**src/hw/rtl/icas_pkg.sv**
```systemverilog
`default_nettype none
// ----------------------------------------------------------------------------
// icas_pkg
// Shared types and constants of the image column additive synthesizer.
// ----------------------------------------------------------------------------
package icas_pkg;

  localparam logic [1:0] KIND_TICK  = 2'd0;
  localparam logic [1:0] KIND_PIXEL = 2'd1;
  localparam logic [1:0] KIND_NORM  = 2'd2;
  localparam logic [1:0] KIND_SPARE = 2'd3;

  localparam logic [2:0] REG_BASE  = 3'd0;
  localparam logic [2:0] REG_RATIO = 3'd1;
  localparam logic [2:0] REG_GAIN  = 3'd2;
  localparam logic [2:0] REG_VOL   = 3'd3;
  localparam logic [2:0] REG_SPC   = 3'd4;
  localparam logic [2:0] REG_FADE  = 3'd5;
  localparam logic [2:0] REG_COLS  = 3'd6;
  localparam logic [2:0] REG_ROWS  = 3'd7;

  typedef struct packed {
    logic [1:0]  kind;
    logic [7:0]  column;
    logic [5:0]  row;
    logic [15:0] value;
  } in_item_t;

  typedef struct packed {
    logic signed [23:0] sample;
    logic [7:0]         current_column;
  } out_item_t;

  // front-to-back queue entry: a classified item
  typedef struct packed {
    logic [1:0]  kind;
    logic [7:0]  column;
    logic [5:0]  row;
    logic [15:0] value;
  } cmd_t;

  typedef struct packed {
    logic [31:0] base_increment;
    logic [31:0] row_ratio;
    logic [15:0] gain;
    logic [15:0] volume;
    logic [15:0] samples_per_column;
    logic [15:0] fade_length;
    logic [8:0]  columns_in_use;
    logic [6:0]  rows_in_use;
  } cfg_t;

endpackage
`default_nettype wire

```
**src/hw/rtl/icas_front.sv**
```systemverilog
`default_nettype none
// ----------------------------------------------------------------------------
// icas_front
// Accepts items, drops unused kinds and queues the rest for the engine.
// ----------------------------------------------------------------------------
module icas_front (
  input  wire logic              clk,
  input  wire logic              rst_n,
  input  wire logic              start,
  input  icas_pkg::in_item_t     in_item,
  output logic                   busy,
  output icas_pkg::cmd_t         q_cmd,
  output logic                   q_valid,
  input  wire logic              q_pop
);
  import icas_pkg::*;

  cmd_t       mem_r [2];
  logic [1:0] cnt_r;
  logic       wp_r, rp_r;
  logic       push;

  assign busy    = (cnt_r == 2'd2);
  assign push    = start && !busy && (in_item.kind != KIND_SPARE);
  assign q_valid = (cnt_r != 2'd0);
  assign q_cmd   = mem_r[rp_r];

  always_ff @(posedge clk) begin
    if (!rst_n) begin
      cnt_r <= '0;
      wp_r  <= 1'b0;
      rp_r  <= 1'b0;
    end else begin
      if (push) wp_r <= ~wp_r;
      if (q_pop) rp_r <= ~rp_r;
      cnt_r <= cnt_r + {1'b0, push} - {1'b0, q_pop};
    end
    if (push) begin
      mem_r[wp_r] <= '{kind: in_item.kind, column: in_item.column,
                       row: in_item.row, value: in_item.value};
    end
  end
endmodule
`default_nettype wire

```
**config.mk**
```make
export PLATFORM = sky130hd
export DESIGN_NAME = icas_front
export DESIGN_NICKNAME = d
export VERILOG_FILES = /design/src/hw/rtl/icas_pkg.sv /design/src/hw/rtl/icas_front.sv
export SDC_FILE = /design/constraint.sdc
export NUM_CORES = 1
export LEC_CHECK = 0
export ABC_CLOCK_PERIOD_IN_PS = 3450
export BUFFER_PORTS_ARGS = -buffer_cell sky130_fd_sc_hd__buf_2
export CAP_MARGIN = 20
export CORE_MARGIN = 5
export CORE_UTILIZATION = 48
export DETAILED_ROUTE_END_ITERATION = 8
export GPL_ROUTABILITY_DRIVEN = 0
export HOLD_SLACK_MARGIN = 0.05
export PLACE_DENSITY = 0.71
export SLEW_MARGIN = 20
export SYNTH_ARGS = -nofsm -noshare
export SYNTH_HDL_FRONTEND = slang
export SYNTH_SLANG_ARGS = --single-unit
```
**constraint.sdc**
```tcl
create_clock -name clk -period 3.45 [get_ports clk]
set_input_delay 0.5175 -clock clk [delete_from_list [all_inputs] [get_ports clk]]
set_output_delay 0.5175 -clock clk [all_outputs]
set_load 0.01 [all_outputs]
```
==> impl_metrics.py <==
metrics = {
    "timing": {
        "fmax_mhz": 414.2,
        "setup_tns_ns": 0,
        "period_share": 0.6997,
        "report.final.slew_viol_count": 0,
        "fin_worst_skew_ns": 0.01265,
        "slew_headroom": 0.3102,
        "rsz0062_at_grt": "no",
        "worst_pin_slew_ns": 1.035,
        "fin_crit_ns": 2.414,
        "finalHoldViolations": 0,
        "finalSetupViolations": 0,
        "worst_slack_ns": 1.036,
    },
    "synth": {
        "synth_nets": 163,
        "syn_inst": 125,
        "syn-cell-area_um2": 2719,
        "synth_top_cell_area_share": 0.7069,
        "synth_top_flop_cell": "edfxtp_1",
        "synth_adder_area_share": 0.009204,
        "synthTopCellsByCount": "64 x edfxtp_1, 30 x mux2_4, 5 x dfxtp_1",
        "synth_top_area_cell": "edfxtp_1",
        "syn_area_per_cell_um2": 21.75,
        "synth_top_family_by_area": "multiplexers",
        "yosysWarnings": 0,
        "synth_compound_area_frac": 0,
        "yosys.area_share.simple": 0.03083,
        "ys_ff_latch": 69,
        "yosysUniqueCellTypes": 17,
        "synth_xor_area_frac": 0.009664,
        "synth_mux_area_frac": 0.1776,
        "ys_seq_area_frac": 0.7437,
        "synthTopCellsByArea": "edfxtp_1 71%, mux2_4 17%, dfxtp_1 3.7%",
        "synth_edf_count": 64,
        "yosysMostFrequentCell": "edfxtp_1",
        "synthArstFlopShare": 0,
    },
    "critical_path": {
        "path_max_fanout": 32,
        "rrSetupSlack_ns": 1.67,
        "criticalPathCategory": "reg -> out",
        "arrival_ns": 1.90,
        "start_kind": "flop",
        "critPathCaptureType": "primary output",
        "cp.required_ns": 2.93,
    },
    "global_routing": {
        "grt_max_degree": 33,
        "use_met1": 0.1331,
        "antenna_found_initial": 0,
        "grt_pass1_vias": 1495,
        "grt-busiest-layer": "met2",
        "grt_usage": 0.1294,
        "grt_pass1_wl_mm": 7.113,
        "use_met2": 0.2281,
        "gr-total-overflow": 0,
        "met3_usage": 0.05243,
    },
    "clock_tree": {
        "clock-root-buffer": "clkbuf_8",
        "clk_path_buf_depth": 2,
        "clkSinkCount": 69,
        "clkLatencyLatePin_ns": 0.33,
        "hold_buffers": 0,
        "cts_tree": "yes",
        "htree_levels": 3,
        "numCtsBuffers": 9,
        "cts_resized": 0,
        "clk_pin_slew_ns": 0.07,
        "post_cts.repair.setup_buffers": 0,
    },
    "floorplanning": {
        "io_pins": 70,
        "core-area_um2": 5507,
        "die_area_um2": 7269,
        "placementRows": 27,
        "start_util": 0.4938,
        "die_h_um": 85.26,
        "fp.dieW_um": 85.26,
    },
    "drt": {
        "avgRoutedWirePerCell_um": 15.83,
        "via_count": 1308,
        "ant_nets": 0,
        "drt_iter0_drc": 70,
        "routed_wl_mm": 4.402,
        "vias_per_cell": 4.705,
        "drc_errors": 0,
        "drt-pass1-iter-count": 4,
    },
    "placed_design": {
        "place_area_um2": 3099,
        "post-place-ws_ns": 1.346,
        "dp_hpwl_mm": 3.045,
        "dp.cells": 262,
        "io_buffers": 69,
    },
    "pwr": {
        "p_per_area_nw_per_um2": 600.2,
        "p_leak_nw": 1.315,
        "irDropWorstVdd_mv": 0.3591,
    },
    "finish": {
        "fin_area_um2": 3281,
        "diodes": 0,
        "areaGrowthSynthToFinish_pct": 20.66,
        "final_cells": 278,
        "multi_input_area_um2": 633.1,
        "nNetsFinal": 239,
        "drive_above_1_share": 0.5825,
        "nFillCells": 437,
        "seq_area_um2": 2023,
    },
    "job": {
        "maxCapViolCount": 0,
    },
    "run_status": {
        "status": "completed",
    },
    "hold_path": {
        "hp-class": "in -> reg",
    },
}
==> registers in the layout, summed over array words and instances (netlist names), named ones only <==
register,flops
mem_r,64
rp_r,1
cnt_r,2
wp_r,1
==> critical path: stages, from the launching register on <==
cell and delay [ns]:
dfxtp_2 1.01, mux2_2 0.42, buf_2 0.14
==> kinds of logic (layout without fill, tap and decap cells) <==
logic type,Yosys count,count (layout)
adder cells (fa/ha/maj),2,2
buffers and inverters,6,87
flip-flops,69,69
XOR/XNOR,3,3
AND/OR/NAND/NOR,12,12
multiplexers,33,33
==> layout by cell type, fill, tap and decap left out, types with 3 or more instances in the layout <==
cell type | Yosys | layout
clkbuf_1 | 0 | 3
edfxtp_1 | 64 | 64
dfxtp_1 | 5 | 4
nand2_1 | 3 | 3
buf_2 | 0 | 69
clkbuf_8 | 0 | 12
and2_1 | 4 | 4
mux2_4 | 30 | 30
==> per-stage QoR <==
step | util | hold slack, ns | total power [mW]
after floorplan | - | 0.4514 | 1.299
after global placement | 0.5628 | 0.4906 | 1.397
after detailed placement | 0.5628 | 0.5246 | 1.418
after CTS | 0.5958 | 0.3490 | 2.004
after global routing | 0.5958 | 0.3526 | 2.067
final | 0.5958 | 0.3711 | 1.969
==> report_power, final <==
part	internal [mW]	switching [mW]	total, mW	leakage, nW
Combinational	0.177	0.148	0.325	0.588
Sequential	1.02	0.0467	1.06	0.633
Clock	0.320	0.261	0.581	0.0937
==> per-layer routing <==
metal | part of all wire | vias to the layer above
met1 | 0.38 | 631
met3 | 0.063 | 7
met5 | 0 | -
met2 | 0.54 | 44
li1 | - | 626
met4 | 0.016 | 0
==> cell type report <==
type                            count  area share
Clock buffer                       15     0.05378
Sequential cell                    69      0.6167
Timing Repair Buffer               69      0.1053
Clock inverter                      1    0.001526
Multi-Input combinational cell     50      0.1930
Inverter                            2    0.002288
Tap cell                           72     0.02746
==> final timing paths <==
path | start | depth (start not counted) | endpoint
min | in_item[7] | 1 | mem_r[1][7]$_DFFE_PP_
min reg2reg | wp_r$_SDFFE_PN0P_ | 2 | wp_r$_SDFFE_PN0P_
max | flop | 2 | q_cmd[31]
max reg2reg | cnt_r[1]$_SDFF_PN0_ | 3 | mem_r[0][2]$_DFFE_PP_
Power figures use the tool's default switching activity.
