[src/hw/rtl/icas_pkg.sv]
`default_nettype none
// ----------------------------------------------------------------------------
// icas_pkg
// Shared types and constants of the image column additive synthesizer.
// ----------------------------------------------------------------------------
package icas_pkg;

  localparam logic [1:0] KIND_TICK  = 2'd0;
  localparam logic [1:0] KIND_PIXEL = 2'd1;
  localparam logic [1:0] KIND_NORM  = 2'd2;
  localparam logic [1:0] KIND_SPARE = 2'd3;

  localparam logic [2:0] REG_BASE  = 3'd0;
  localparam logic [2:0] REG_RATIO = 3'd1;
  localparam logic [2:0] REG_GAIN  = 3'd2;
  localparam logic [2:0] REG_VOL   = 3'd3;
  localparam logic [2:0] REG_SPC   = 3'd4;
  localparam logic [2:0] REG_FADE  = 3'd5;
  localparam logic [2:0] REG_COLS  = 3'd6;
  localparam logic [2:0] REG_ROWS  = 3'd7;

  typedef struct packed {
    logic [1:0]  kind;
    logic [7:0]  column;
    logic [5:0]  row;
    logic [15:0] value;
  } in_item_t;

  typedef struct packed {
    logic signed [23:0] sample;
    logic [7:0]         current_column;
  } out_item_t;

  // front-to-back queue entry: a classified item
  typedef struct packed {
    logic [1:0]  kind;
    logic [7:0]  column;
    logic [5:0]  row;
    logic [15:0] value;
  } cmd_t;

  typedef struct packed {
    logic [31:0] base_increment;
    logic [31:0] row_ratio;
    logic [15:0] gain;
    logic [15:0] volume;
    logic [15:0] samples_per_column;
    logic [15:0] fade_length;
    logic [8:0]  columns_in_use;
    logic [6:0]  rows_in_use;
  } cfg_t;

endpackage
`default_nettype wire

[src/hw/rtl/icas_regs.sv]
`default_nettype none
// ----------------------------------------------------------------------------
// icas_regs
// APB register file for the synthesizer settings.
// ----------------------------------------------------------------------------
module icas_regs (
  input  wire logic        clk,
  input  wire logic        rst_n,
  input  wire logic        cfg_psel,
  input  wire logic        cfg_penable,
  input  wire logic        cfg_pwrite,
  input  wire logic [4:0]  cfg_paddr,
  input  wire logic [31:0] cfg_pwdata,
  output logic [31:0]      cfg_prdata,
  output logic             cfg_pready,
  output icas_pkg::cfg_t   cfg
);
  import icas_pkg::*;

  logic [2:0] ri;
  assign ri = cfg_paddr[4:2];
  assign cfg_pready = 1'b1;

  always_ff @(posedge clk) begin
    if (!rst_n) begin
      cfg <= '{base_increment: 32'd97392, row_ratio: 32'd1107296256, gain: 16'd256,
               volume: 16'd256, samples_per_column: 16'd4410, fade_length: 16'd441,
               columns_in_use: 9'd256, rows_in_use: 7'd64};
    end else if (cfg_psel && cfg_penable && cfg_pwrite) begin
      case (ri)
        REG_BASE:  cfg.base_increment     <= cfg_pwdata;
        REG_RATIO: cfg.row_ratio          <= cfg_pwdata;
        REG_GAIN:  cfg.gain               <= cfg_pwdata[15:0];
        REG_VOL:   cfg.volume             <= cfg_pwdata[15:0];
        REG_SPC:   cfg.samples_per_column <= cfg_pwdata[15:0];
        REG_FADE:  cfg.fade_length        <= cfg_pwdata[15:0];
        REG_COLS:  cfg.columns_in_use     <= cfg_pwdata[8:0];
        REG_ROWS:  cfg.rows_in_use        <= cfg_pwdata[6:0];
        default: ;
      endcase
    end
  end

  always_comb begin
    case (ri)
      REG_BASE:  cfg_prdata = cfg.base_increment;
      REG_RATIO: cfg_prdata = cfg.row_ratio;
      REG_GAIN:  cfg_prdata = {16'd0, cfg.gain};
      REG_VOL:   cfg_prdata = {16'd0, cfg.volume};
      REG_SPC:   cfg_prdata = {16'd0, cfg.samples_per_column};
      REG_FADE:  cfg_prdata = {16'd0, cfg.fade_length};
      REG_COLS:  cfg_prdata = {23'd0, cfg.columns_in_use};
      REG_ROWS:  cfg_prdata = {25'd0, cfg.rows_in_use};
      default:   cfg_prdata = '0;
    endcase
  end
endmodule
`default_nettype wire
[config.mk]
export PLATFORM = sky130hd
export DESIGN_NAME = icas_regs
export DESIGN_NICKNAME = d
export VERILOG_FILES = /design/src/hw/rtl/icas_pkg.sv /design/src/hw/rtl/icas_regs.sv
export SDC_FILE = /design/constraint.sdc
export NUM_CORES = 1
export LEC_CHECK = 0
export BUFFER_PORTS_ARGS = -buffer_cell sky130_fd_sc_hd__buf_2
export CAP_MARGIN = 20
export CORE_ASPECT_RATIO = 0.75
export CORE_MARGIN = 2
export CORE_UTILIZATION = 35
export CTS_CLUSTER_SIZE = 30
export DETAILED_ROUTE_END_ITERATION = 7
export GPL_TIMING_DRIVEN = 0
export SYNTH_ARGS = -nofsm -noshare
export SYNTH_HDL_FRONTEND = slang
export SYNTH_SLANG_ARGS = --single-unit
export TNS_END_PERCENT = 20
[constraint.sdc]
create_clock -name clk -period 3 [get_ports clk]
set_input_delay 0.6 -clock clk [delete_from_list [all_inputs] [get_ports clk]]
set_output_delay 0.6 -clock clk [all_outputs]
set_load 0.005 [all_outputs]
==> results.md <==
- Status: complete, no violations
- Worst Hold Class: in -> reg
- Number of DRC markers in iteration 0: 624
- Max Slew Vio Count: 0
- Post-route core utilization: 0.4594
- Worst endpoint required time: 2400 ps
- Slowest cell on crit path: a222oi_1
- Clk pwr share: 0.472
- N_diodes: 0
- Largest Register: cfg
- Seq pwr share: 0.446
- Layout Nets: 1088
- Ys flop type: dfxtp_1
- Tcrit/Tclk final: 0.9466
- Routed WL: 25550 um
- Worst slew pin tran: 624.6 ps
- Biggest regs: cfg (144)
- Synth area leaders: dfxtp_1 44%, nand2_1 16%, a21boi_0 9.4%
- Lkg Pwr: 3.651 nW
- Die Area: 19920 um2
- Max cap viols: 0
- Cts hold-fix bufs: 0
- CTS resizes: 0
- Max reg flops: 144
- Clk_skew: 0 ps
- TNS Setup: 0 ps
- Initial antenna violation count: 0
- Post-Syn Nets: 863
- CP endpoint kind: primary output
- Slowest cell delay on critical path: 420 ps
- Synth Cell Area: 6579 um2
- Die width: 162.3 um
- Htree depth: 4
- Wire per inst: 19.58 um
- FMAX: 352.1 MHz
- Worst EP arrival: 2240 ps
- Setup crit end: cfg_prdata[12]
- Vias per std cell: 5.121
- Syn avg cell area: 8.013 um2
- CP Cell Sequence: buf_2, buf_4, buf_4, inv_1, o2bb2ai_1, a222oi_1, nor2_1, buf_2
- Net switching power: 1.151 mW
- Vias: 6683
- Seq cells post-synth: 144
- Comb power frac: 0.082
- CTS root buf: clkbuf_16
- Final Setup Violations: 0
- Netlist cell types: 45
- Port buffer count: 206
- Fin. Hold Viols: 0
- Core area: 18450 um2
- TritonCTS clock tree: done
- Top cells by count, synth: 275 x nand2_1, 144 x dfxtp_1, 82 x a21boi_0, 35 x a21boi_1, 32 x nor2_1
- Total gr overflow: 0
- FF-to-FF setup slack: 2240 ps
- Gpl congestion: 0.8920
- Pwr dens: 514.0 nW/um2
- Tot GR Track Use: 0.2576
- Count leader, synth: nand2_1
- Total clock sinks: 144
- Unrepaired setup endpoints after global routing: no
- Period minus WS final: 2840 ps
- Antenna-violating nets left: 0
- Critical path type: in -> out
- Biggest area consumer among synthesized cells: dfxtp_1
- RR Startpoint: cfg[50]
- Share of layout cells above drive strength 1: 0.2817
- Fraction of registers with async set/reset: 0
- Switching Fraction: 0.2641
- Ports: 219
- Peak VDD IR: 302.0 uV
- First-pass GRT wire length: 37940 um
- CTS clock-pin slew for the worst setup and hold paths: 60 ps
- Post-synth top area share: 0.4382
- Crit Path Max Fanout: 10
- Slew HR: 0.5836
- Remaining DRCs: 0
- Die Ht: 122.7 um
- Yosys warns: 0
- Post-CTS setup buffer count: 0
- Post-Synthesis Cells: 821
- Clock Path Buffers: 2
- Worst-Skew Late Latency: 440 ps
- Vias in the first global route: 6246
- Largest net degree at the start of global routing: 17
- Startpoint Class: primary input
- Cell internal pwr: 3.207 mW
- Initial core utilization: 0.3565
- Worst R2R End: cfg[50]
- Seq/Total Area, Yosys: 0.4382
- Drt first pass iters: 5
- R2R depth: 2
- Area grow syn2layout: 28.85%
- CTS buffer count: 17
- Crit. Startpoint: cfg_paddr[3]
- Post-DP HPWL: 19410 um
- # rows: 43
- Hold Worst Slack: 395.9 ps
- EDFF count, synth: 0
## routing by layer
layer / wire, um / GRT usage / up-vias
met5: 0 / 0 / -
met4: 314 / 0.06416 / 0
met3: 2201 / 0.06894 / 21
met2: 10800 / 0.3830 / 282
met1: 12240 / 0.3701 / 3168
li1: - / - / 3212
## power groups by stage
stage | sequential [mW] | combinational [mW] | clock, mW
after floorplan | 1.98 | 0.189 | 0
after global placement | 1.98 | 0.351 | 0
after detailed placement | 1.98 | 0.352 | 0
after CTS | 1.94 | 0.354 | 2.08
after global routing | 1.94 | 0.385 | 2.16
final | 1.94 | 0.358 | 2.06
## through the flow
step / instance area (um2) / setup WS (ps) / total power, mW / cells
final: 8477 / 160.2 / 4.357 / 1305
after global routing: 8477 / 79.83 / 4.487 / 1305
after CTS: 8477 / 185.5 / 4.371 / 1305
after detailed placement: 7919 / 187.9 / 2.337 / 1274
after global placement: 7919 / 209.2 / 2.335 / 1274
after floorplan: 6579 / 776.3 / 2.171 / 821
## cell usage in the layout (no fill, tap or decap), drive strengths merged, types with 2 or more instances in the layout
cell / netlist / final
clkinv: 0 / 5
a22o: 21 / 21
a21boi: 117 / 117
o211ai: 2 / 2
mux2: 3 / 3
clkbuf: 30 / 47
nand2b: 5 / 5
a221oi: 13 / 13
clkinvlp: 0 / 3
nor2b: 7 / 7
or3: 4 / 4
nor2: 35 / 35
o2bb2ai: 8 / 8
or2: 4 / 4
nand3: 28 / 28
inv: 12 / 17
o22ai: 3 / 3
nand2: 276 / 276
o21ai: 21 / 21
nor3: 4 / 4
dfxtp: 144 / 144
a21oi: 6 / 6
o22a: 2 / 2
mux2i: 19 / 19
a222oi: 2 / 2
buf: 43 / 249
a211oi: 2 / 2
## worst min-delay path by stage
stage | from | to | slack (ps) | cells past startpoint
floorplan | cfg[70] | cfg[70] | 460 | 2
global placement | cfg[73] | cfg[73] | 460 | 2
detailed placement | cfg[104] | cfg[104] | 460 | 2
CTS | cfg_pwdata[30] | cfg[110] | 390 | 3
global route | cfg_pwdata[30] | cfg[110] | 400 | 3
finish | cfg_pwdata[25] | cfg[105] | 400 | 3
## kinds of logic after synthesis
| logic type | share of synthesized area |
|---|---|
| mux | 0.03404 |
| simple gates | 0.2355 |
| flops | 0.4382 |
| buf+inv | 0.06238 |
| other cells | 0.0005700 |
| compound gates | 0.2294 |
## critical path: cells and delay by family
| kind | cells | cell delay (ps) |
|---|---|---|
| buffers and inverters | 5 | 930 |
| AOI/OAI and AO/OA | 2 | 620 |
| and+or+nand+nor | 1 | 70 |
## cell type report
class                      count  area, um2
tap                          247      309.0
buffer                        73      365.4
inverter                      12      45.04
timing repair buffer         206       1031
fill                        1842       9977
sequential                   144       2883
clock buffer                  17      425.4
multi-input combinational    592       3286
clock inverter                14      132.6
(Power assumes the default switching activity.)
